===== src/hw/rtl/nte_ram.sv =====
`timescale 1ns / 1ps

module nte_ram #(
	parameter int WIDTH = 8,
	parameter int DEPTH = 256
) (
	input  logic                     clk,
	input  logic                     we,
	input  logic [$clog2(DEPTH)-1:0] waddr,
	input  logic [WIDTH-1:0]         wdata,
	input  logic                     re,
	input  logic [$clog2(DEPTH)-1:0] raddr,
	output logic [WIDTH-1:0]         rdata
);

	logic [WIDTH-1:0] mem_q [DEPTH];

	// one write port, one registered read port
	always_ff @(posedge clk) begin
		if (we) begin
			mem_q[waddr] <= wdata;
		end
		if (re) begin
			rdata <= mem_q[raddr];
		end
	end

endmodule


===== config.mk =====
export PLATFORM = sky130hd
export DESIGN_NAME = nte_ram
export DESIGN_NICKNAME = d
export VERILOG_FILES = /design/src/hw/rtl/nte_ram.sv
export SDC_FILE = /design/constraint.sdc
export NUM_CORES = 2
export LEC_CHECK = 0
export BUFFER_PORTS_ARGS = -buffer_cell sky130_fd_sc_hd__buf_2
export CORE_MARGIN = 1.5
export CORE_UTILIZATION = 47
export DETAILED_ROUTE_END_ITERATION = 6
export PLACE_DENSITY_LB_ADDON = 0.25
export SLEW_MARGIN = 20
export SYNTH_ARGS = -nofsm -noshare
export SYNTH_HDL_FRONTEND = slang
export SYNTH_SLANG_ARGS = --single-unit

===== constraint.sdc =====
create_clock -name clk -period 6.9 [get_ports clk]
set_input_delay 1.035 -clock clk [delete_from_list [all_inputs] [get_ports clk]]
set_output_delay 1.035 -clock clk [all_outputs]
set_load 0.005 [all_outputs]

==> impl_metrics.ini <==
[die]
die_x_um = 415
die_h_um = 415
dieArea_um2 = 172000
io_pins = 35
initial_core_util_pct = 47.5
core_area_um2 = 168000
row_count = 150

[yosys]
synth_area_leaders = edfxtp_1, mux4_2, mux2i_1
yosys.area_share.xor_xnor_pct = 0
yosysTopAreaCellShare_pct = 77.5
synthArstFlopShare_pct = 0
synth_area_um2 = 79600
synth_area_leader_cell = edfxtp_1
synth_top_family_by_area = multiplexers
synth_seq_cells = 2056
synthFlopType = edfxtp_1
yosys.area_share.simple_pct = 2.63
yosysUniqueCellTypes = 54
ys_seq_area_share_pct = 77.5
synth_fa_ha_area_share_pct = 0
synthMuxAreaShare_pct = 14.6
synth_cells = 3733
synth_edf_count = 2056
synth-compound-area-share_pct = 3.42
yosysWarningCount = 0
syn-num-nets = 3760
syn_area_per_cell_um2 = 21.3

[layout]
layout_common_cells = edfxtp_1, mux4_2, nor2_1
ff_latch_area_um2 = 61700
final_nets = 3845
final_common_cell = edfxtp_1
synthToLayoutAreaGrowth_pct = 11.3
final_util_pct = 52.8
layout-drive-gt1-share_pct = 21.9
fillers = 12900
multi_input_area_um2 = 16600

[pwr]
leakage_uw = 0.0271
ir_drop_uv = 273
p_per_area_nw_per_um2 = 292

[clock_network]
cts-hold-fix-buffers = 0
clock_sinks = 2056
post_cts_buffers = 0
cts_tree = built
cts-resized-gates = 0
clk_pin_slew_ns = 0.06
clk_latency_ns = 0.83
h-tree-depth = 4
numCtsBuffers = 202
cts-root-buf = clkbuf_16
clockBufferDepth = 3

[critical_path]
cp.required_ns = 7.43
crit_path_end_kind = flip-flop
crit_path_top_delay_cell = a211oi_1
crit_chain = buf_8 -> buf_4 -> mux4_2 -> a22o_1 -> a221oi_1 -> o221ai_1 -> a211oi_1 -> nor4_1
slowest_delay_ns = 0.94
cp-start-kind = input port
criticalPathCategory = input port to flip-flop
arrival_ns = 4.96
worstPathMaxFanout = 50

[sta]
fmax_ghz = 0.225
tightest_slew_ns = 1.26
rsz0062_at_grt = no
finalHoldViolCount = 0
drv_slew = 0
setup_viol = 0
skew_ns = 0.0457
period_minus_slack_ns = 4.44
max_slew_margin_pct = 16.2
fin_crit_sh_pct = 64.3
fin_tns_setup_ns = 0

[job]
max_cap_viol_count = 0

[worst_hold_path]
hp-class = input port to flip-flop

[grt]
grt_pass1_wl_um = 282000
grt_max_degree = 180
antenna_found_initial = 1
grt_pass1_vias = 38500
grt_usage_pct = 22.8
gr-total-overflow = 0

[placement]
portBuffers = 34
routabilityCongestion = 0.842
hpwl_um = 116000

[route]
drtAntennaViolNets = 0
routed_wl_um = 197000
wl_per_cell_um = 31.8
drtPass1Iterations = 6
drt_iter0_drc = 5046
remaining_drc_errors = 0
viasPerCell = 6.23
num_vias = 38600

[status]
status = finished, final reports clean
[power breakdown]
| group | switching (µW) | internal, µW |
|---|---|---|
| combinational | 814 | 403 |
| sequential | 16.8 | 13800 |
| clock | 4690 | 6140 |
| total | 5520 | 20300 |
[cell usage after synthesis, types with 24 or more instances]
| cell | number |
|---|---|
| edfxtp_1 | 2056 |
| mux4_2 | 454 |
| nor2_1 | 282 |
| mux2i_1 | 134 |
| a22oi_1 | 133 |
| clkbuf_1 | 111 |
| a21oi_1 | 96 |
| o221ai_1 | 46 |
| nand3_1 | 34 |
| nand2_1 | 33 |
| buf_2 | 31 |
| nor2b_1 | 31 |
| o22ai_1 | 28 |
| buf_4 | 27 |
| nor4_1 | 24 |
[per-layer routing]
metal / global-route usage [%] / up-vias / part of all wire [%] / wire [µm]
met5: 0 / - / 0 / 0
met4: 6.94 / 0 / 3.0 / 5860
met3: 3.70 / 318 / 7.2 / 14100
met2: 36.3 / 1590 / 49 / 95500
met1: 32.7 / 20800 / 41 / 81500
li1: - / 15900 / - / -
[flip-flops by register name, summed over array words and instances, names as in the netlist]
name,cells
rdata,8
mem_q,2048
[final cells by class]
class                   count  area share [%]
clock buffers             256            6.01
multi-input cells        1442            18.7
diodes                      4          0.0113
flip-flops and latches   2056            69.7
clock inverters           123            1.29
repair buffers            114            1.21
well taps                2204            3.11
inverters                   2         0.00847
[cells by family after synthesis]
group           count (synthesis)
compound gates                385
buf+inv                       235
mux                           591
flops                        2056
simple gates                  466
[critical path, delay by kind of cell]
kind / cells / cell delay, ns
multiplexers: 1 / 0.60
buffers and inverters: 2 / 1.20
AO/OA/AOI/OAI: 4 / 1.86
AND/OR/NAND/NOR: 1 / 0.09
[worst paths after layout]
kind | startpoint | end | slack, ns | cells past startpoint
max | raddr[0] | rdata[5] | 2.46 | 8
min | wdata[0] | mem_q[77][0] | 0.64 | 1
max reg2reg | mem_q[27][5] | rdata[5] | 3.70 | 6
min reg2reg | mem_q[42][6] | rdata[6] | 1.09 | 5
[per-stage QoR]
| stage | hold WS, ns | cells | total power (µW) | area [µm²] | worst slack, ns |
|---|---|---|---|---|---|
| final | 0.636 | 6201 | 25800 | 88600 | 2.46 |
| after global routing | 0.647 | 6199 | 26500 | 88600 | 2.30 |
| after CTS | 0.637 | 6196 | 26000 | 88600 | 2.46 |
| after detailed placement | 1.09 | 5817 | 15300 | 82100 | 1.60 |
| after global placement | 1.08 | 5813 | 15300 | 82000 | 1.47 |
| after floorplan | 0.864 | 3733 | 14700 | 79600 | 3.79 |
(Power assumes the default switching activity.)
