<file path="src/hw/rtl/nte_pkg.sv">
`timescale 1ns / 1ps

package nte_pkg;

	// field widths
	localparam int VALUE_W = 17;
	localparam int CHAR_W  = 7;
	localparam logic [VALUE_W-1:0] VALUE_MAX = 17'd99999;

	// bcd digits of a value up to 99999
	localparam int NUM_DIGITS = 5;
	localparam int DIGITS_W   = 4 * NUM_DIGITS;
	localparam int CONV_STEPS = VALUE_W;
	localparam int STEP_W     = 5;

	// character store: one row of sixteen characters for each word
	localparam int ID_W      = 5;
	localparam int POS_W     = 4;
	localparam int ROM_AW    = ID_W + POS_W;
	localparam int ROM_DEPTH = 1 << ROM_AW;
	localparam int TEXT_W    = 72;

	// word slots of one spelling
	localparam int NUM_SLOTS = 7;
	localparam int SLOT_W    = 3;

	// word codes
	localparam logic [ID_W-1:0] ID_EMPTY    = 5'd0;
	localparam logic [ID_W-1:0] ID_TEN      = 5'd10;
	localparam logic [ID_W-1:0] ID_TENS_BASE = 5'd18;
	localparam logic [ID_W-1:0] ID_THOUSAND = 5'd28;
	localparam logic [ID_W-1:0] ID_HUNDRED  = 5'd29;
	localparam logic [ID_W-1:0] ID_ZERO     = 5'd30;

	localparam logic [CHAR_W-1:0] CH_SPACE = 7'h20;
	localparam logic [CHAR_W-1:0] CH_NONE  = 7'h00;

	// request to the digit converter
	typedef struct packed {
		logic               start;
		logic [VALUE_W-1:0] value;
	} conv_req_t;

	// answer of the digit converter
	typedef struct packed {
		logic                done;
		logic [DIGITS_W-1:0] digits;
	} conv_rsp_t;

	// access to the character store
	typedef struct packed {
		logic              we;
		logic [ROM_AW-1:0] waddr;
		logic [CHAR_W-1:0] wdata;
		logic              re;
		logic [ROM_AW-1:0] raddr;
	} ram_req_t;

	// text of a word, right-justified
	function automatic logic [TEXT_W-1:0] word_text(input logic [ID_W-1:0] id);
		logic [TEXT_W-1:0] t;
		t = '0;
		unique case (id)
			5'd1:  t = "one";
			5'd2:  t = "two";
			5'd3:  t = "three";
			5'd4:  t = "four";
			5'd5:  t = "five";
			5'd6:  t = "six";
			5'd7:  t = "seven";
			5'd8:  t = "eight";
			5'd9:  t = "nine";
			5'd10: t = "ten";
			5'd11: t = "eleven";
			5'd12: t = "twelve";
			5'd13: t = "thirteen";
			5'd14: t = "fourteen";
			5'd15: t = "fifteen";
			5'd16: t = "sixteen";
			5'd17: t = "seventeen";
			5'd18: t = "eighteen";
			5'd19: t = "nineteen";
			5'd20: t = "twenty";
			5'd21: t = "thirty";
			5'd22: t = "forty";
			5'd23: t = "fifty";
			5'd24: t = "sixty";
			5'd25: t = "seventy";
			5'd26: t = "eighty";
			5'd27: t = "ninety";
			5'd28: t = "thousand";
			5'd29: t = "hundred";
			5'd30: t = "zero";
			default: t = '0;
		endcase
		return t;
	endfunction

	// number of characters of a word
	function automatic logic [POS_W-1:0] word_len(input logic [ID_W-1:0] id);
		logic [POS_W-1:0] n;
		n = '0;
		unique case (id)
			5'd1, 5'd2, 5'd6, 5'd10:                      n = 4'd3;
			5'd4, 5'd5, 5'd9, 5'd30:                      n = 4'd4;
			5'd3, 5'd7, 5'd8, 5'd22, 5'd23, 5'd24:        n = 4'd5;
			5'd11, 5'd12, 5'd20, 5'd21, 5'd26, 5'd27:     n = 4'd6;
			5'd15, 5'd16, 5'd25, 5'd29:                   n = 4'd7;
			5'd13, 5'd14, 5'd18, 5'd19, 5'd28:            n = 4'd8;
			5'd17:                                        n = 4'd9;
			default:                                      n = 4'd0;
		endcase
		return n;
	endfunction

	// character at a position of a word, zero past its end
	function automatic logic [CHAR_W-1:0] char_at(input logic [ID_W-1:0] id,
			input logic [POS_W-1:0] pos);
		logic [TEXT_W-1:0] t;
		logic [POS_W-1:0]  n;
		logic [CHAR_W-1:0] c;
		t = word_text(id);
		n = word_len(id);
		c = CH_NONE;
		if (pos < n) begin
			c = t[8 * (int'(n) - 1 - int'(pos)) +: CHAR_W];
		end
		return c;
	endfunction

	// words of a pair of digits: first word in the upper half
	function automatic logic [2*ID_W-1:0] pair_ids(input logic [3:0] tens,
			input logic [3:0] ones);
		logic [ID_W-1:0] first;
		logic [ID_W-1:0] second;
		if (tens >= 4'd2) begin
			first  = ID_TENS_BASE + {1'b0, tens};
			second = {1'b0, ones};
		end else if (tens == 4'd1) begin
			first  = ID_TEN + {1'b0, ones};
			second = ID_EMPTY;
		end else begin
			first  = {1'b0, ones};
			second = ID_EMPTY;
		end
		return {first, second};
	endfunction

endpackage

</file>
<file path="src/hw/rtl/nte_emit.sv">
`timescale 1ns / 1ps

module nte_emit (
	input  logic                       clk,
	input  logic                       arst_n,
	input  logic                       in_valid,
	output logic                       in_ready,
	input  logic [nte_pkg::VALUE_W-1:0] value,
	output nte_pkg::conv_req_t         conv_req,
	input  nte_pkg::conv_rsp_t         conv_rsp,
	output nte_pkg::ram_req_t          ram_req,
	input  logic [nte_pkg::CHAR_W-1:0] ram_rdata,
	output logic                       out_valid,
	input  logic                       out_ready,
	output logic [nte_pkg::CHAR_W-1:0] character,
	output logic                       last,
	output logic                       out_of_range
);
	import nte_pkg::*;

	typedef enum logic [2:0] {
		ST_LOAD,
		ST_IDLE,
		ST_CONV,
		ST_EMIT,
		ST_RANGE
	} state_t;

	state_t            state_q;
	logic [ROM_AW-1:0] ld_addr_q;

	// word plan
	logic [ID_W-1:0]   plan [NUM_SLOTS];
	logic [SLOT_W-1:0] plan_last;
	logic [ID_W-1:0]   ids_q [NUM_SLOTS];
	logic [SLOT_W-1:0] last_slot_q;
	logic [2*ID_W-1:0] pair_hi;
	logic [2*ID_W-1:0] pair_lo;
	logic [3:0]        dig [NUM_DIGITS];

	// walk through the words
	logic [SLOT_W-1:0] slot_q;
	logic [POS_W-1:0]  pos_q;
	logic              space_q;
	logic [ID_W-1:0]   cur_id;
	logic [POS_W-1:0]  cur_len;
	logic              word_end;
	logic              word_last;

	// read stage and output register
	logic v_s1;
	logic space_s1;
	logic last_s1;
	logic oor_s1;
	logic advance;
	logic iss_v;
	logic iss_space;
	logic iss_last;
	logic iss_oor;
	logic accept;
	logic oor_in;
	logic out_valid_q;
	logic [CHAR_W-1:0] char_q;
	logic last_q;
	logic oor_q;

	assign accept  = in_valid && in_ready;
	assign oor_in  = value > VALUE_MAX;
	assign advance = !out_valid_q || out_ready;
	assign in_ready = (state_q == ST_IDLE);

	// digits and words of the converted value
	always_comb begin
		for (int i = 0; i < NUM_DIGITS; i++) begin
			dig[i] = conv_rsp.digits[4*i +: 4];
		end
		pair_hi = pair_ids(dig[4], dig[3]);
		pair_lo = pair_ids(dig[1], dig[0]);
		plan[0] = pair_hi[2*ID_W-1:ID_W];
		plan[1] = pair_hi[ID_W-1:0];
		plan[2] = (dig[4] != 4'd0 || dig[3] != 4'd0) ? ID_THOUSAND : ID_EMPTY;
		plan[3] = {1'b0, dig[2]};
		plan[4] = (dig[2] != 4'd0) ? ID_HUNDRED : ID_EMPTY;
		plan[5] = pair_lo[2*ID_W-1:ID_W];
		plan[6] = pair_lo[ID_W-1:0];
		if (conv_rsp.digits == '0) begin
			plan[0] = ID_ZERO;
		end
		plan_last = '0;
		for (int i = 0; i < NUM_SLOTS; i++) begin
			if (plan[i] != ID_EMPTY) begin
				plan_last = SLOT_W'(i);
			end
		end
	end

	// current word and where it ends
	assign cur_id    = ids_q[slot_q];
	assign cur_len   = word_len(cur_id);
	assign word_end  = (pos_q == cur_len - POS_W'(1));
	assign word_last = (slot_q == last_slot_q) && word_end;

	// word issued into the read stage
	always_comb begin
		iss_v     = 1'b0;
		iss_space = 1'b0;
		iss_last  = 1'b0;
		iss_oor   = 1'b0;
		unique case (state_q)
			ST_EMIT: begin
				if (advance && cur_len != '0) begin
					iss_v     = 1'b1;
					iss_space = space_q;
					iss_last  = !space_q && word_last;
				end
			end
			ST_RANGE: begin
				if (advance) begin
					iss_v    = 1'b1;
					iss_last = 1'b1;
					iss_oor  = 1'b1;
				end
			end
			default: begin
			end
		endcase
	end

	// character store access: fill after reset, then reads
	always_comb begin
		ram_req.we    = (state_q == ST_LOAD);
		ram_req.waddr = ld_addr_q;
		ram_req.wdata = char_at(ld_addr_q[ROM_AW-1:POS_W], ld_addr_q[POS_W-1:0]);
		ram_req.re    = advance;
		ram_req.raddr = {cur_id, pos_q};
	end

	assign conv_req.start = accept && !oor_in;
	assign conv_req.value = value;

	// sequencer state and output valid
	always_ff @(posedge clk or negedge arst_n) begin
		if (!arst_n) begin
			state_q     <= ST_LOAD;
			ld_addr_q   <= '0;
			slot_q      <= '0;
			pos_q       <= '0;
			space_q     <= 1'b0;
			v_s1        <= 1'b0;
			out_valid_q <= 1'b0;
		end else begin
			if (advance) begin
				v_s1        <= iss_v;
				out_valid_q <= v_s1;
			end
			unique case (state_q)
				ST_LOAD: begin
					ld_addr_q <= ld_addr_q + ROM_AW'(1);
					if (ld_addr_q == ROM_AW'(ROM_DEPTH - 1)) begin
						state_q <= ST_IDLE;
					end
				end
				ST_IDLE: begin
					if (accept) begin
						state_q <= oor_in ? ST_RANGE : ST_CONV;
					end
				end
				ST_CONV: begin
					if (conv_rsp.done) begin
						state_q <= ST_EMIT;
						slot_q  <= '0;
						pos_q   <= '0;
						space_q <= 1'b0;
					end
				end
				ST_EMIT: begin
					if (cur_len == '0) begin
						slot_q <= slot_q + SLOT_W'(1);
					end else if (advance) begin
						if (space_q) begin
							space_q <= 1'b0;
						end else if (word_end) begin
							pos_q   <= '0;
							slot_q  <= slot_q + SLOT_W'(1);
							space_q <= 1'b1;
							if (word_last) begin
								state_q <= ST_IDLE;
							end
						end else begin
							pos_q <= pos_q + POS_W'(1);
						end
					end
				end
				ST_RANGE: begin
					if (advance) begin
						state_q <= ST_IDLE;
					end
				end
				default: begin
					state_q <= ST_IDLE;
				end
			endcase
		end
	end

	// word plan registers
	always_ff @(posedge clk) begin
		if (state_q == ST_CONV && conv_rsp.done) begin
			for (int i = 0; i < NUM_SLOTS; i++) begin
				ids_q[i] <= plan[i];
			end
			last_slot_q <= plan_last;
		end
	end

	// payload of read stage and output register
	always_ff @(posedge clk) begin
		if (advance) begin
			space_s1 <= iss_space;
			last_s1  <= iss_last;
			oor_s1   <= iss_oor;
			if (oor_s1) begin
				char_q <= CH_NONE;
			end else if (space_s1) begin
				char_q <= CH_SPACE;
			end else begin
				char_q <= ram_rdata;
			end
			last_q <= last_s1;
			oor_q  <= oor_s1;
		end
	end

	assign out_valid    = out_valid_q;
	assign character    = char_q;
	assign last         = last_q;
	assign out_of_range = oor_q;

endmodule

</file>
<file path="config.mk">
export PLATFORM = sky130hd
export DESIGN_NAME = nte_emit
export DESIGN_NICKNAME = d
export VERILOG_FILES = /design/src/hw/rtl/nte_pkg.sv /design/src/hw/rtl/nte_emit.sv
export SDC_FILE = /design/constraint.sdc
export NUM_CORES = 1
export LEC_CHECK = 0
export BUFFER_PORTS_ARGS = -buffer_cell sky130_fd_sc_hd__buf_2
export CAP_MARGIN = 20
export CORE_UTILIZATION = 28
export CTS_CLUSTER_DIAMETER = 40
export DETAILED_ROUTE_END_ITERATION = 6
export PLACE_DENSITY = 0.49
export SYNTH_ARGS = -nofsm -noshare
export SYNTH_HDL_FRONTEND = slang
export SYNTH_SLANG_ARGS = --single-unit
</file>
<file path="constraint.sdc">
create_clock -name clk -period 4.4 [get_ports clk]
set_input_delay 0.44 -clock clk [delete_from_list [all_inputs] [get_ports clk]]
set_output_delay 0.44 -clock clk [all_outputs]
set_load 0.1 [all_outputs]
</file>
==> flow_summary.ini <==
[detailed_routing]
routedWlPerCell_um = 16.4
ant_nets = 0
via_per_inst = 5.38
drt-total-wl_mm = 18.0
drc = 0
dr_total_vias = 5894
first_iter_violations = 654
drt-pass1-iter-count = 5

[sta]
post-route-period-util_pct = 101
rsz0062_at_grt = true
max_freq_ghz = 0.224
skew_ns = 0.00815
tightest_slew_ns = 0.970
period_minus_slack_ns = 4.46
setup_viol = 2
slew_viol_final = 0
hold_viol = 0
fin_tns_setup_ns = -0.0730
relSlewSlack_pct = 34.9
finalWorstSetupSlack_ns = -0.0631

[worst_setup_path]
cp_max_fo = 4
worstSetupPathType = reg -> out
cp-end-kind = output pin
cp-startpoint = ld_addr_q[5]
worstPathArrival_ns = 4.02
timing.rr.end = last_s1
crit_required_ns = 3.96
crit_end = ram_req[12]
reg2reg_setup_slack_ns = 0.28
r2r_cells = 13
r2r-start = slot_q[0]
crit_path_start_kind = register

[logic_synthesis]
synthArstFlopShare_pct = 36.1
syn_area_per_cell_um2 = 8.52
syn_nets = 808
seq_area_frac_synth_pct = 28.3
synth_edf_count = 39
synth_cell_types = 82
yosys_warnings = 0
netlist_area_mm2 = 0.00608
synth_ff_type = edfxtp_1
syn_inst = 714
synth_seq_cells = 61

[run_status]
violations = setup timing
status = finished, violations left

[pwr]
clockPowerShare_pct = 43.8
p_int_mw = 1.12
swShare_pct = 29.8
seq_power_share_pct = 39.9
power.switching_mw = 0.475
vdd_ir_drop_max_mv = 0.182
power_density_mw_per_mm2 = 206
power_frac_comb_pct = 16.2
power.leakage_nw = 3.09

[final_layout]
layout_common_cells = buf_2, nand2_1, nor2_1
nNetsFinal = 909
drive_gt1_share_pct = 30.4
fill_cells = 2174
area_growth_pct = 27.4
final_common_cell = buf_2
antennaDiodeCount = 0
final_util_pct = 36.6

[floorplanning]
initial_core_util_pct = 28.8
io_pins = 105
die_w_um = 149
dieArea_mm2 = 0.0223
core_area_mm2 = 0.0212
row_count = 53
die_y_um = 149

[clock_network]
cts_made_buffers = 9
clock_latency_ns = 0.33
clk_pin_slew_ns = 0.06
cts_htree_levels = 3
clock-root-buffer = clkbuf_16
clock_path_buffers = 2
cts.sinks = 61
cts_tree = done

[run]
cap_violations = 0

[hold_path]
hp-class = in -> async

[global_route]
grt_first_pass_wirelength_mm = 28.6
grt_pass1_vias = 5436
grt_usage_pct = 16.2
overflow = 0
grt_max_degree = 51
antenna_found_initial = 0

[placement]
port_buffers = 94
place_congestion = 0.947
dp_slack_ns = 0.0759
dp_hpwl_mm = 13.4
## Yosys cell counts (7+ instances only)
cell type | instances | area (um^2)
nand2_1 | 67 | 251
o21ai_0 | 40 | 200
edfxtp_1 | 39 | 1170
nor2_1 | 60 | 225
inv_1 | 27 | 101
ha_1 | 44 | 551
nor2b_1 | 12 | 75.1
and2_1 | 20 | 125
a211oi_1 | 13 | 97.6
a31oi_1 | 14 | 87.6
a21oi_1 | 47 | 235
clkbuf_1 | 30 | 113
o21a_1 | 7 | 52.6
buf_1 | 10 | 37.5
dfrtp_1 | 22 | 551
mux4_2 | 8 | 180
nor3_1 | 21 | 105
mux2i_1 | 11 | 110
xnor2_1 | 18 | 158
o211ai_1 | 16 | 120
or3_1 | 8 | 50.1
xor2_1 | 9 | 78.8
nand3_1 | 22 | 110
buf_4 | 20 | 150
nand2b_1 | 10 | 62.6
o31ai_1 | 10 | 75.1
## logic make-up after synthesis
logic type	after synthesis	share of synthesized area [%]
AND/OR/NAND/NOR	254	20.8
AO/OA/AOI/OAI	207	24.2
buffers and inverters	94	7.32
flip-flops	61	28.3
adder cells (fa/ha/maj)	45	9.38
XOR/XNOR	28	4.15
multiplexers	25	5.88
## timing repair
action,4_1_cts,5_1_grt
buffers inserted,14,10
setup endpoints to repair,6,9
resized for setup,9,27
hold buffers,0,0
pin swaps,8,18
## metrics by stage
step / cell area (um^2) / hold slack (ns) / power (mW) / instances
2_1_floorplan: 6330 / 0.144 / 0.881 / 714
3_3_place_gp: 7100 / 0.408 / 0.910 / 1055
3_5_place_dp: 7100 / 0.412 / 0.911 / 1055
4_1_cts: 7550 / 0.104 / 1.61 / 1085
5_1_grt: 7750 / 0.126 / 1.65 / 1095
6_report: 7750 / 0.0854 / 1.60 / 1095
## state kept, by name (all words and copies together) (netlist names)
register      count
pos_q             4
out_valid         1
ids_q            24
v_s1              1
out_of_range      1
space_s1          1
space_q           1
last_s1           1
ld_addr_q         9
last_slot_q       3
oor_s1            1
character         7
slot_q            3
state_q           3
last              1
## metal layers
metal  share of wire (%)  track usage (%)  wire length (um)  up-vias
li1                    -                -                 -     2836
met1                  45             22.4              8180     2754
met2                  45             25.0              8010      268
met3                 7.4             3.60              1340       36
met4                 2.5             5.31               458        0
met5                   0                0                 0        -
## worst max-delay path, cell delays in order (launching register included)
cell and delay, ns:
dfrtp_4 0.48, clkinv_8 0.07, buf_6 0.12, ha_4 0.15, mux4_2 0.49, nor2_4 0.12
a31oi_4 0.05, ha_4 0.20, xnor2_2 0.13, ha_1 0.33, buf_6 0.13, a21o_1 0.15
a21oi_2 0.13, xor2_1 0.16, nand2_1 0.10, or3_4 0.43, nor3_4 0.25, buf_12 0.20
## area by class of cell
cell class | count | area, um^2 | area share [%]
Tap cell | 275 | 344 | 4.44
Clock buffer | 9 | 225 | 2.91
Inverter | 30 | 140 | 1.81
Clock inverter | 7 | 75.1 | 0.969
Timing Repair Buffer | 154 | 1060 | 13.7
Sequential cell | 61 | 1740 | 22.5
Multi-Input combinational cell | 559 | 4160 | 53.7
## power groups by stage
stage                     Sequential (mW)  Combinational (mW)  Clock [mW]
after detailed placement            0.650               0.261           0
final                               0.638               0.259       0.700
after global routing                0.640               0.273       0.740
after CTS                           0.639               0.261       0.714
after global placement              0.650               0.260           0
after floorplan                     0.760               0.121           0
## worst min-delay path by stage
stage	from	to	slack, ns	cells past startpoint
2_1_floorplan	arst_n	ld_addr_q[0]	0.14	0
3_3_place_gp	last_s1	last	0.41	0
3_5_place_dp	last_s1	last	0.41	0
4_1_cts	arst_n	pos_q[3]	0.10	1
5_1_grt	arst_n	pos_q[3]	0.13	1
6_report	arst_n	pos_q[3]	0.09	1
(Power assumes the default switching activity.)
