**config.mk**
```make
export PLATFORM = sky130hd
export DESIGN_NAME = nte_bcd
export DESIGN_NICKNAME = d
export VERILOG_FILES = /design/src/hw/rtl/nte_pkg.sv /design/src/hw/rtl/nte_bcd.sv
export SDC_FILE = /design/constraint.sdc
export NUM_CORES = 1
export LEC_CHECK = 0
export ABC_AREA = 1
export BUFFER_PORTS_ARGS = -buffer_cell sky130_fd_sc_hd__buf_2
export CORE_ASPECT_RATIO = 1.4
export CORE_MARGIN = 10
export CORE_UTILIZATION = 50
export DETAILED_ROUTE_END_ITERATION = 8
export PLACE_DENSITY = 0.73
export SLEW_MARGIN = 10
export SYNTH_ARGS = -nofsm -noshare
export SYNTH_HDL_FRONTEND = slang
export SYNTH_SLANG_ARGS = --single-unit
export TNS_END_PERCENT = 100
```
**constraint.sdc**
```tcl
create_clock -name clk -period 1.9 [get_ports clk]
set_clock_uncertainty 0.1 [all_clocks]
set_input_delay 0.095 -clock clk [delete_from_list [all_inputs] [get_ports clk]]
set_output_delay 0.095 -clock clk [all_outputs]
set_load 0.05 [all_outputs]
```
**src/hw/rtl/nte_pkg.sv**
```systemverilog
`timescale 1ns / 1ps

package nte_pkg;

	// field widths
	localparam int VALUE_W = 17;
	localparam int CHAR_W  = 7;
	localparam logic [VALUE_W-1:0] VALUE_MAX = 17'd99999;

	// bcd digits of a value up to 99999
	localparam int NUM_DIGITS = 5;
	localparam int DIGITS_W   = 4 * NUM_DIGITS;
	localparam int CONV_STEPS = VALUE_W;
	localparam int STEP_W     = 5;

	// character store: one row of sixteen characters for each word
	localparam int ID_W      = 5;
	localparam int POS_W     = 4;
	localparam int ROM_AW    = ID_W + POS_W;
	localparam int ROM_DEPTH = 1 << ROM_AW;
	localparam int TEXT_W    = 72;

	// word slots of one spelling
	localparam int NUM_SLOTS = 7;
	localparam int SLOT_W    = 3;

	// word codes
	localparam logic [ID_W-1:0] ID_EMPTY    = 5'd0;
	localparam logic [ID_W-1:0] ID_TEN      = 5'd10;
	localparam logic [ID_W-1:0] ID_TENS_BASE = 5'd18;
	localparam logic [ID_W-1:0] ID_THOUSAND = 5'd28;
	localparam logic [ID_W-1:0] ID_HUNDRED  = 5'd29;
	localparam logic [ID_W-1:0] ID_ZERO     = 5'd30;

	localparam logic [CHAR_W-1:0] CH_SPACE = 7'h20;
	localparam logic [CHAR_W-1:0] CH_NONE  = 7'h00;

	// request to the digit converter
	typedef struct packed {
		logic               start;
		logic [VALUE_W-1:0] value;
	} conv_req_t;

	// answer of the digit converter
	typedef struct packed {
		logic                done;
		logic [DIGITS_W-1:0] digits;
	} conv_rsp_t;

	// access to the character store
	typedef struct packed {
		logic              we;
		logic [ROM_AW-1:0] waddr;
		logic [CHAR_W-1:0] wdata;
		logic              re;
		logic [ROM_AW-1:0] raddr;
	} ram_req_t;

	// text of a word, right-justified
	function automatic logic [TEXT_W-1:0] word_text(input logic [ID_W-1:0] id);
		logic [TEXT_W-1:0] t;
		t = '0;
		unique case (id)
			5'd1:  t = "one";
			5'd2:  t = "two";
			5'd3:  t = "three";
			5'd4:  t = "four";
			5'd5:  t = "five";
			5'd6:  t = "six";
			5'd7:  t = "seven";
			5'd8:  t = "eight";
			5'd9:  t = "nine";
			5'd10: t = "ten";
			5'd11: t = "eleven";
			5'd12: t = "twelve";
			5'd13: t = "thirteen";
			5'd14: t = "fourteen";
			5'd15: t = "fifteen";
			5'd16: t = "sixteen";
			5'd17: t = "seventeen";
			5'd18: t = "eighteen";
			5'd19: t = "nineteen";
			5'd20: t = "twenty";
			5'd21: t = "thirty";
			5'd22: t = "forty";
			5'd23: t = "fifty";
			5'd24: t = "sixty";
			5'd25: t = "seventy";
			5'd26: t = "eighty";
			5'd27: t = "ninety";
			5'd28: t = "thousand";
			5'd29: t = "hundred";
			5'd30: t = "zero";
			default: t = '0;
		endcase
		return t;
	endfunction

	// number of characters of a word
	function automatic logic [POS_W-1:0] word_len(input logic [ID_W-1:0] id);
		logic [POS_W-1:0] n;
		n = '0;
		unique case (id)
			5'd1, 5'd2, 5'd6, 5'd10:                      n = 4'd3;
			5'd4, 5'd5, 5'd9, 5'd30:                      n = 4'd4;
			5'd3, 5'd7, 5'd8, 5'd22, 5'd23, 5'd24:        n = 4'd5;
			5'd11, 5'd12, 5'd20, 5'd21, 5'd26, 5'd27:     n = 4'd6;
			5'd15, 5'd16, 5'd25, 5'd29:                   n = 4'd7;
			5'd13, 5'd14, 5'd18, 5'd19, 5'd28:            n = 4'd8;
			5'd17:                                        n = 4'd9;
			default:                                      n = 4'd0;
		endcase
		return n;
	endfunction

	// character at a position of a word, zero past its end
	function automatic logic [CHAR_W-1:0] char_at(input logic [ID_W-1:0] id,
			input logic [POS_W-1:0] pos);
		logic [TEXT_W-1:0] t;
		logic [POS_W-1:0]  n;
		logic [CHAR_W-1:0] c;
		t = word_text(id);
		n = word_len(id);
		c = CH_NONE;
		if (pos < n) begin
			c = t[8 * (int'(n) - 1 - int'(pos)) +: CHAR_W];
		end
		return c;
	endfunction

	// words of a pair of digits: first word in the upper half
	function automatic logic [2*ID_W-1:0] pair_ids(input logic [3:0] tens,
			input logic [3:0] ones);
		logic [ID_W-1:0] first;
		logic [ID_W-1:0] second;
		if (tens >= 4'd2) begin
			first  = ID_TENS_BASE + {1'b0, tens};
			second = {1'b0, ones};
		end else if (tens == 4'd1) begin
			first  = ID_TEN + {1'b0, ones};
			second = ID_EMPTY;
		end else begin
			first  = {1'b0, ones};
			second = ID_EMPTY;
		end
		return {first, second};
	endfunction

endpackage

```
**src/hw/rtl/nte_bcd.sv**
```systemverilog
`timescale 1ns / 1ps

module nte_bcd (
	input  logic               clk,
	input  logic               arst_n,
	input  nte_pkg::conv_req_t req,
	output nte_pkg::conv_rsp_t rsp
);
	import nte_pkg::*;

	logic [VALUE_W-1:0]  bin_q;
	logic [DIGITS_W-1:0] bcd_q;
	logic [DIGITS_W-1:0] adj;
	logic [STEP_W-1:0]   step_q;
	logic                busy_q;
	logic                done_q;

	// add three to every digit of five or more before the shift
	always_comb begin
		for (int i = 0; i < NUM_DIGITS; i++) begin
			if (bcd_q[4*i +: 4] >= 4'd5) begin
				adj[4*i +: 4] = bcd_q[4*i +: 4] + 4'd3;
			end else begin
				adj[4*i +: 4] = bcd_q[4*i +: 4];
			end
		end
	end

	// step control, one bit of the value a cycle
	always_ff @(posedge clk or negedge arst_n) begin
		if (!arst_n) begin
			busy_q <= 1'b0;
			done_q <= 1'b0;
			step_q <= '0;
		end else if (req.start) begin
			busy_q <= 1'b1;
			done_q <= 1'b0;
			step_q <= '0;
		end else if (busy_q) begin
			step_q <= step_q + STEP_W'(1);
			if (step_q == STEP_W'(CONV_STEPS - 1)) begin
				busy_q <= 1'b0;
				done_q <= 1'b1;
			end
		end else begin
			done_q <= 1'b0;
		end
	end

	// shift register of binary and decimal digits
	always_ff @(posedge clk) begin
		if (req.start) begin
			bin_q <= req.value;
			bcd_q <= '0;
		end else if (busy_q) begin
			bcd_q <= {adj[DIGITS_W-2:0], bin_q[VALUE_W-1]};
			bin_q <= {bin_q[VALUE_W-2:0], 1'b0};
		end
	end

	assign rsp.done   = done_q;
	assign rsp.digits = bcd_q;

endmodule

```
==> results.txt, run 1 <==
Synthesized net count: 321
Clock slew seen by the registers of the worst setup and hold paths: 90 ps
Post-synthesis average cell area: 7.79 µm²
Gpl congestion: 0.762
Reg area: 1090 µm²
CP max FO: 5
# H-tree levels: 2
Core area: 4310 µm²
Cell Count Post-Placement: 383
Cell family with most CP delay: flip-flops
Max-slew violations: 0
FF-to-FF setup slack: 490 ps
Vias in the first global route: 1961
Nets: 380
Vias: 1966
Post-Synthesis Cells: 289
DR iter-0 viols: 84
# hold bufs at CTS: 18
Seq cells post-synth: 44
Reg-to-reg critical path endpoint: bcd_q[10]$_SDFFE_PP0P_
Die Area: 7630 µm²
CTS Root Buffer Type: clkbuf_8
Minimum hold slack: 58.1 ps
R2r startpoint: bcd_q[8]$_SDFFE_PP0P_
Status: completed
Clock buffer depth: 2
Sequential share of the synthesized area: 48.2%
Worst Tran Pin Value: 381 ps
Slew HR: 74.6%
Dpl hpwl: 3340 µm
Area of the multi-input gates: 983 µm²
Max cap viols: 0
CP max-delay cell: dfxtp_1
Crit-path cells: inv_1 -> ha_1 -> nand2_1 -> nand2_1 -> nand2_1 -> nand2_1 -> nand3_1 -> nand2_1
CP Depth: 8
Final cell count without fillers: 409
# Post-CTS Setup Buffers: 0
Pwr Density: 707 nW/µm²
Boundary Pins: 41
PostCTS Resize Cnt: 0
Crit path required time: 1990 ps
Setup crit end kind: flop
Die H: 99.4 µm
DIE WIDTH: 76.7 µm
Startpoint Class: flop
Synth-to-Final Area Change: 23.0%
Final WS setup: 487 ps
Final Cell Area: 2770 µm²
Drt wl/cell: 11.7 µm
Layout cells sized above 1: 16.3%
I/O Buffers: 40
Number of fill cells: 380
Setup TNS: 0 ps
Crit path DAT: 1510 ps
Peak supply drop: 0.000595 V
DRC viols: 0
Most used cell, CP: nand2_1
Clk Latency, worst-skew pair: 290 ps
Global route total overflow: 0
Num CTS Buffers: 5
Crit path from: bcd_q[8]$_SDFFE_PP0P_
Pre-CTS setup slack: 521 ps
Min-Delay Path Class: primary input to async pin
Crit Path Category: flop to flop
Synth unique cells: 21
Pre-antenna DRT Iters: 4
Clock tree sinks: 44
ANT cells: 0
Post-route ant nets: 0
Synth Cell Area: 2250 µm²
First-pass GRT wire length: 8440 µm
CTS tree: done
Dpl cell area: 2480 µm²
Initial Util: 52.3%
Worst Reg-to-Reg Cells: 8
Final Hold Violating Endpoints: 0
Fmax achieved: 708 MHz
P_leak: 0.00145 µW
Final Cycle Share: 74.4%
RSZ-0062 raised after global routing: false
Total length of routed wires: 4770 µm
Buffers & Inverters on Critical Path: 1
All-layer global routing usage: 13.0%
Vias per cell: 4.81
Worst path max stage delay: 430 ps
Period minus WS final: 1410 ps
Final setup viols: 0
Initial antenna violation count: 0
Ys Warns: 0
Largest net degree at the start of global routing: 27
FP Rows: 28
[registers in the layout (all words and copies together) (netlist names)]
register / count
bcd_q: 20
bin_q: 17
step_q: 5
busy_q: 1
done_q: 1
[power by group]
part / switching [µW] / internal (µW) / leakage (µW)
Combinational: 116 / 80.7 / 0.000962
Clock: 327 / 388 / 0.0000503
Sequential: 20.5 / 1030 / 0.000439
[how the worst max path moves through the flow]
stage | end | slack [ps]
after global routing | bcd_q[10]$_SDFFE_PP0P_ | 350
final | bcd_q[10]$_SDFFE_PP0P_ | 490
after floorplan | bcd_q[1]$_SDFFE_PP0P_ | 230
after CTS | bcd_q[9]$_SDFFE_PP0P_ | 500
after detailed placement | bcd_q[9]$_SDFFE_PP0P_ | 520
after global placement | bcd_q[10]$_SDFFE_PP0P_ | 540
[layout by cell type (no fill, tap or decap)]
cell type,n
nand2_1,135
buf_2,40
nand3_1,33
inv_1,26
dfxtp_1,20
dlygate4sd3_1,18
edfxtp_1,17
ha_1,12
o21ai_0,9
nor2_1,9
dfrtp_1,7
a21oi_1,5
clkbuf_8,5
buf_4,2
inv_8,1
nor2_8,1
inv_2,1
nand4_1,1
nand2_4,1
inv_4,1
nor3_2,1
nand3_2,1
clkinvlp_4,1
clkinvlp_2,1
bufinv_16,1
[cell families after synthesis]
group           after synthesis  share of synthesized area, %
fa+ha+maj                    12                          6.67
buf+inv                      37                          8.11
flops                        44                          48.2
compound gates               14                          3.11
simple gates                182                          33.9
[worst register-to-register path, stage by stage (launching register included)]
cell	delay (ps)
dfxtp_1	430
inv_1	100
ha_1	240
nand2_1	70
nand2_1	90
nand2_1	100
nand2_1	50
nand3_1	70
nand2_1	50
[through the flow]
step | total power (µW) | util, %
2_1_floorplan | 1190 | -
3_3_place_gp | 1230 | 57.5
3_5_place_dp | 1240 | 57.5
4_1_cts | 1970 | 64.3
5_1_grt | 2050 | 64.3
6_report | 1960 | 64.3
[per-layer routing]
metal / track usage [%] / wire (µm) / part of all wire, %
met1: 13.6 / 2030 / 43
met2: 24.1 / 2430 / 51
met3: 3.96 / 268 / 5.6
met4: 4.16 / 43 / 0.90
met5: 0 / 0 / 0
[layout make-up]
cell class	instances	area share, %
clock buffer	5	2.48
tap	60	2.71
clock inverter	3	1.54
sequential	44	39.2
timing repair buffer	60	14.3
inverter	29	4.29
multi-input combinational	208	35.5
[Yosys cell counts]
library cell / instances / share of area [%]
a21oi_1: 5 / 1.1
buf_2: 3 / 0.67
buf_4: 2 / 0.67
buf_6: 3 / 1.5
dfrtp_1: 7 / 7.8
dfxtp_1: 20 / 18
edfxtp_1: 17 / 23
ha_1: 12 / 6.7
inv_1: 26 / 4.3
inv_2: 1 / 0.17
inv_4: 1 / 0.28
inv_8: 1 / 0.50
nand2_1: 135 / 23
nand2_4: 1 / 0.50
nand3_1: 33 / 7.3
nand3_2: 1 / 0.44
nand4_1: 1 / 0.28
nor2_1: 9 / 1.5
nor2_8: 1 / 0.89
nor3_2: 1 / 0.44
o21ai_0: 9 / 2.0
(Power assumes the default switching activity.)
==> inputs of run 2 (changes only) <==
Settings changed: PLACE_DENSITY 0.73 to 0.76.
Clock period 1.9 ns to 1.2 ns, I/O delays scaled along.
==> run 2 against run 1 <==
Net effect:
- sequential cell count stayed put
- die area stayed put
- first-iteration DRC count is 2.4% higher
- count of clock-buffer cells in the layout stayed put
- final cell count is 3.2% higher
- combinational power is 88% higher
- sequential share of layout area is 4.4 points lower
- hold slack worse by 26 ps
- largest cell class is now multi-input combinational cells
- highest routed layer unchanged
==> results.txt, run 2 (synthesis results as in run 1) <==
Die Area: 7630 µm² (unchanged)
Largest net degree at the start of global routing: 20 (was 27)
Dpl cell area: 2690 µm² (was 2480 µm²)
Startpoint Class: flop (unchanged)
DRC viols: 0 (unchanged)
Setup crit end kind: flop (unchanged)
Gpl congestion: 0.831 (was 0.762)
Boundary Pins: 41 (unchanged)
Num CTS Buffers: 5 (unchanged)
Worst Reg-to-Reg Cells: 8 (unchanged)
RSZ-0062 raised after global routing: true (was false)
Max cap viols: 0 (unchanged)
Most common cell after layout, fill and taps aside: nand2_1 (unchanged)
Core area: 4310 µm² (unchanged)
Max-slew violations: 0 (unchanged)
All-layer global routing usage: 14.1% (was 13.0%)
Crit Path Category: flop to flop (unchanged)
Initial antenna violation count: 0 (unchanged)
Vias: 2083 (was 1966)
Worst Tran Pin Value: 276 ps (was 381 ps)
First-pass GRT wire length: 9090 µm (was 8440 µm)
Top reg by flops: bcd_q (unchanged)
Buffers & Inverters on Critical Path: 1 (unchanged)
Reg area: 1130 µm² (was 1090 µm²)
Max FFs per register: 20 (unchanged)
Final WS setup: 9.44 ps (was 487 ps)
Synth-to-Final Area Change: 44.6% (was 23.0%)
Global route total overflow: 0 (unchanged)
CTS Root Buffer Type: clkbuf_8 (unchanged)
Clock tree sinks: 44 (unchanged)
Final setup viols: 0 (unchanged)
Pre-antenna DRT Iters: 4 (unchanged)
Crit path required time: 1300 ps (was 1990 ps)
FP Rows: 28 (unchanged)
I/O Buffers: 40 (unchanged)
Most used cell, CP: nand2_4 (was nand2_1)
Worst path max stage delay: 410 ps (was 430 ps)
Period minus WS final: 1190 ps (was 1410 ps)
CP Depth: 8 (unchanged)
Cell family with most CP delay: flip-flops (unchanged)
Min-Delay Path Class: primary input to async pin (unchanged)
P_leak: 0.00165 µW (was 0.00145 µW)
Total power draw: 3180 µW (was 1960 µW)
Final Util: 75.6% (was 64.3%)
ANT cells: 0 (unchanged)
Fmax achieved: 840 MHz (was 708 MHz)
DR iter-0 viols: 86 (was 84)
Final Cell Area: 3260 µm² (was 2770 µm²)
Peak supply drop: 0.000873 V (was 0.000595 V)
Initial Util: 52.3% (unchanged)
Pre-CTS setup slack: -2.70 ps (was 521 ps)
CP max FO: 6 (was 5)
Layout cells sized above 1: 38.7% (was 16.3%)
CTS tree: done (unchanged)
Crit path DAT: 1290 ps (was 1510 ps)
Final Hold Violating Endpoints: 0 (unchanged)
Clock buffer depth: 2 (unchanged)
Area of the multi-input gates: 1250 µm² (was 983 µm²)
Pwr Density: 975 nW/µm² (was 707 nW/µm²)
Crit-path cells: inv_4 -> ha_4 -> nand2_4 -> nand2_4 -> nand2_4 -> nand2_2 -> nand3_2 -> nand2_1 (was inv_1 -> ha_1 -> nand2_1 -> nand2_1 -> nand2_1 -> nand2_1 -> nand3_1 -> nand2_1)
Clk Latency, worst-skew pair: 300 ps (was 290 ps)
Status: completed (unchanged)
Number of fill cells: 328 (was 380)
Clock slew seen by the registers of the worst setup and hold paths: 90 ps (about the same)
Vias in the first global route: 2034 (was 1961)
Slew HR: 81.7% (was 74.6%)
Drt wl/cell: 13.1 µm (was 11.7 µm)
Total length of routed wires: 5520 µm (was 4770 µm)
# H-tree levels: 2 (unchanged)
Post-route ant nets: 0 (unchanged)
Vias per cell: 4.94 (was 4.81)
Nets: 393 (was 380)
Largest regs: bcd_q (20), bin_q (17), step_q (5) (unchanged)
DIE WIDTH: 76.7 µm (unchanged)
Commonest cells after routing, fill and taps aside: nand2_1 (117), buf_2 (38), nand3_1 (27) (was nand2_1 (135), buf_2 (40), nand3_1 (33))
Dpl hpwl: 3510 µm (was 3340 µm)
Final Cycle Share: 99.2% (was 74.4%)
CP max-delay cell: dfxtp_4 (was dfxtp_1)
Die H: 99.4 µm (unchanged)
run 2: cell types whose count changed in the layout (fill, tap and decap cells not counted), sizes merged:
cell and delta:
inv +1, clkinvlp -1, buf +11, clkbuf +2
run 2: final cells by class:
cell class                 instances  share of cell area [%]
sequential                        44                    34.8
clock inverter                     3                    1.42
inverter                          29                    4.88
multi-input combinational        208                    38.5
timing repair buffer              73                    15.9
clock buffer                       5                    2.11
tap                               60                    2.31
run 2: where the power goes:
| group | internal [µW] | switching [µW] | total, µW |
|---|---|---|---|
| clock network | 627 | 526 | 1150 |
| logic | 159 | 211 | 370 |
| registers | 1610 | 43.0 | 1650 |
| total | 2400 | 780 | 3180 |
run 2: per-stage QoR:
step | hold slack [ps] | cells | setup TNS, ps
floorplan | -336 | 289 | -194
global placement | -198 | 387 | 0
detailed placement | -195 | 387 | -39.7
CTS | 28.8 | 414 | -10.2
global route | 27.2 | 422 | -428
finish | 32.5 | 422 | 0
run 2: layer usage:
metal / share of wire [%] / track usage [%] / routed length [µm] / vias to the layer above
met5: 0 / 0 / 0 / -
met4: 1.1 / 4.16 / 60 / 0
met3: 5.5 / 4.95 / 305 / 7
met1: 39 / 14.3 / 2180 / 958
met2: 54 / 26.3 / 2980 / 62
li1: - / - / - / 1056
run 2: final timing paths:
check	startpoint	to	slack (ps)
setup / recovery	bcd_q[4]$_SDFFE_PP0P_	bcd_q[6]$_SDFFE_PP0P_	9
hold / removal	arst_n	step_q[1]$_DFFE_PN0P_	30
setup reg to reg	bcd_q[4]$_SDFFE_PP0P_	bcd_q[6]$_SDFFE_PP0P_	9
hold reg to reg	bin_q[16]$_DFFE_PP_	bcd_q[0]$_SDFFE_PP0P_	360
max in group asynchronous	arst_n	busy_q$_DFF_PN0_	800
min in group clk	req[17]	step_q[4]$_DFFE_PN0P_	130
run 2: repair_timing:
action / CTS / global route
hold buffers: 18 / 0
setup endpoints to repair: 19 / 25
pin swaps: 0 / 22
gates resized for setup: 2 / 50
hold endpoints to repair: 24 / 0
buffers inserted: 1 / 8
==> inputs of run 3 (changes only) <==
Settings changed: SETUP_SLACK_MARGIN set to 0.05.
==> run 3 against run 2 <==
Net effect:
- combinational power up 4%
- first-iteration DRC count up 44%
- core utilization up 2.2 points
- via count up 1.5%
- non-clock buffer count up 7
- critical path depth unchanged
- count of clock-buffer cells in the layout unchanged
- clock power about the same
- fmax down 0.20%
- die area unchanged
- routed wire length down 0.96%
- critical path type unchanged
==> results.txt, run 3 (synthesis results as in run 1) <==
Period minus WS final: 1190 ps (about the same)
Psw: 781 µW (was 780 µW)
Min-Delay Path Class: primary input to async pin (unchanged)
Max-slew violations: 0 (unchanged)
Dpl hpwl: 3510 µm (about the same)
Startpoint Class: flop (unchanged)
Largest regs: bcd_q (20), bin_q (17), step_q (5) (unchanged)
CTS tree: done (unchanged)
Sequential power share: 51.7% (was 52.1%)
Slew HR: 83.0% (was 81.7%)
DRC viols: 0 (unchanged)
Total length of routed wires: 5470 µm (was 5520 µm)
Boundary Pins: 41 (unchanged)
Worst Reg-to-Reg Cells: 8 (unchanged)
Clk Latency, worst-skew pair: 300 ps (about the same)
DIE WIDTH: 76.7 µm (unchanged)
All-layer global routing usage: 14.3% (was 14.1%)
Die Area: 7630 µm² (unchanged)
Largest net degree at the start of global routing: 20 (unchanged)
Vias per cell: 4.93 (was 4.94)
Crit path required time: 1290 ps (was 1300 ps)
Top reg by flops: bcd_q (unchanged)
Drt wl/cell: 12.8 µm (was 13.1 µm)
Pre-CTS setup slack: 7.05 ps (was -2.70 ps)
Post-route ant nets: 0 (unchanged)
Clock tree sinks: 44 (unchanged)
FF-to-FF setup slack: 7 ps (was 9 ps)
Most common cell after layout, fill and taps aside: nand2_1 (unchanged)
Crit-path cells: inv_4 -> ha_4 -> inv_2 -> nand2_4 -> nand2_4 -> nand3_1 -> nand3_2 -> nand2_1 (was inv_4 -> ha_4 -> nand2_4 -> nand2_4 -> nand2_4 -> nand2_2 -> nand3_2 -> nand2_1)
# H-tree levels: 2 (unchanged)
Clock share of power: 36.2% (was 36.3%)
Final cell count without fillers: 429 (was 422)
Vias in the first global route: 2028 (was 2034)
Sw Ratio: 24.5% (was 24.6%)
P_leak: 0.00168 µW (was 0.00165 µW)
Synth-to-Final Area Change: 48.8% (was 44.6%)
Initial Util: 52.3% (unchanged)
First-pass GRT wire length: 9050 µm (was 9090 µm)
Final Cycle Share: 99.4% (was 99.2%)
Layout cells sized above 1: 42.3% (was 38.7%)
Crit Path Category: flop to flop (unchanged)
Setup TNS: 0 ps (unchanged)
Fmax achieved: 838 MHz (was 840 MHz)
Crit path DAT: 1280 ps (was 1290 ps)
Setup crit end kind: flop (unchanged)
CP max-delay cell: dfxtp_4 (unchanged)
Final WS setup: 7.07 ps (was 9.44 ps)
R2r startpoint: bcd_q[5]$_SDFFE_PP0P_ (was bcd_q[4]$_SDFFE_PP0P_)
Peak supply drop: 0.00103 V (was 0.000873 V)
DR iter-0 viols: 124 (was 86)
Int Power: 2410 µW (was 2400 µW)
Cell Count Post-Placement: 387 (unchanged)
FP Rows: 28 (unchanged)
I/O Buffers: 40 (unchanged)
Worst Tran Pin Value: 256 ps (was 276 ps)
Max cap viols: 0 (unchanged)
Max FFs per register: 20 (unchanged)
Power share of the combinational group: 12.1% (was 11.6%)
Reg-to-reg critical path endpoint: bcd_q[5]$_SDFFE_PP0P_ (was bcd_q[6]$_SDFFE_PP0P_)
Status: completed (unchanged)
Global route total overflow: 0 (unchanged)
Die H: 99.4 µm (unchanged)
Initial antenna violation count: 0 (unchanged)
Pwr Density: 952 nW/µm² (was 975 nW/µm²)
Commonest cells after routing, fill and taps aside: nand2_1 (114), buf_2 (30), nand3_1 (26) (was nand2_1 (117), buf_2 (38), nand3_1 (27))
ANT cells: 0 (unchanged)
CP max FO: 4 (was 6)
Clock slew seen by the registers of the worst setup and hold paths: 90 ps (about the same)
Num CTS Buffers: 5 (unchanged)
Vias: 2115 (was 2083)
CTS Root Buffer Type: clkbuf_8 (unchanged)
RSZ-0062 raised after global routing: true (unchanged)
Final setup viols: 0 (unchanged)
Worst path max stage delay: 380 ps (was 410 ps)
Most used cell, CP: nand2_4 (unchanged)
Core area: 4310 µm² (unchanged)
Pre-antenna DRT Iters: 5 (was 4)
Final Hold Violating Endpoints: 0 (unchanged)
Nets: 400 (was 393)
Final Util: 77.8% (was 75.6%)
Dpl cell area: 2690 µm² (unchanged)
Final Cell Area: 3350 µm² (was 3260 µm²)
Clock buffer depth: 2 (unchanged)
Gpl congestion: 0.819 (was 0.831)
## run 3: cell count changes in the layout (fill, tap and decap cells not counted), moves of 3 or more
cell / before / now
clkbuf_4: 2 / 5
inv_6: 5 / 2
nand2_1: 117 / 114
buf_2: 38 / 30
buf_4: 12 / 23
## run 3: worst max path at each step
stage | startpoint | endpoint | slack [ps]
2_1_floorplan | bcd_q[12]$_SDFFE_PP0P_ | bcd_q[13]$_SDFFE_PP0P_ | -20
3_3_place_gp | busy_q$_DFF_PN0_ | bin_q[6]$_DFFE_PP_ | 40
3_5_place_dp | bcd_q[13]$_SDFFE_PP0P_ | bcd_q[13]$_SDFFE_PP0P_ | 7
4_1_cts | bcd_q[9]$_SDFFE_PP0P_ | bcd_q[9]$_SDFFE_PP0P_ | 30
5_1_grt | busy_q$_DFF_PN0_ | step_q[3]$_DFFE_PN0P_ | -50
6_report | bcd_q[5]$_SDFFE_PP0P_ | bcd_q[5]$_SDFFE_PP0P_ | 7
## run 3: power groups by stage
stage	clock, µW	sequential (µW)	combinational (µW)
2_1_floorplan	0	1710	167
3_3_place_gp	0	1680	275
3_5_place_dp	0	1680	284
4_1_cts	1180	1650	353
5_1_grt	1250	1660	425
6_report	1160	1650	386
## run 3: metrics by stage
step | total power, µW | hold WS [ps]
final | 3190 | 23.4
after global routing | 3340 | 21.4
after CTS | 3180 | 21.2
after detailed placement | 1960 | -196
after global placement | 1950 | -198
after floorplan | 1880 | -336
## run 3: critical path, delay by kind of cell (launching register included)
kind | cells | cell delay (ps)
adders and majority gates | 1 | 150
buffers and inverters | 2 | 110
and+or+nand+nor | 5 | 350
DFF | 1 | 380
## run 3: final cells by class
class | instances | area [µm²]
fill | 296 | 957
tap | 60 | 75.1
multi-input combinational | 208 | 1270
clock buffer | 5 | 68.8
timing repair buffer | 80 | 594
inverter | 29 | 156
sequential | 44 | 1130
clock inverter | 3 | 47.5
## run 3: repair_timing
item                       CTS  global route
buffers inserted             8             8
hold buffers                18             0
pin swaps                   17            19
setup endpoints to repair   33            51
resized for setup           24            48
hold endpoints to repair    24             0
## run 3: metal layers
metal / routed length [µm] / share of wire, % / up-vias / track usage [%]
li1: - / - / 1076 / -
met1: 2160 / 39 / 992 / 14.3
met2: 2950 / 54 / 41 / 25.8
met3: 299 / 5.5 / 6 / 5.59
met4: 57 / 1.0 / 0 / 5.74
met5: 0 / 0 / - / 0
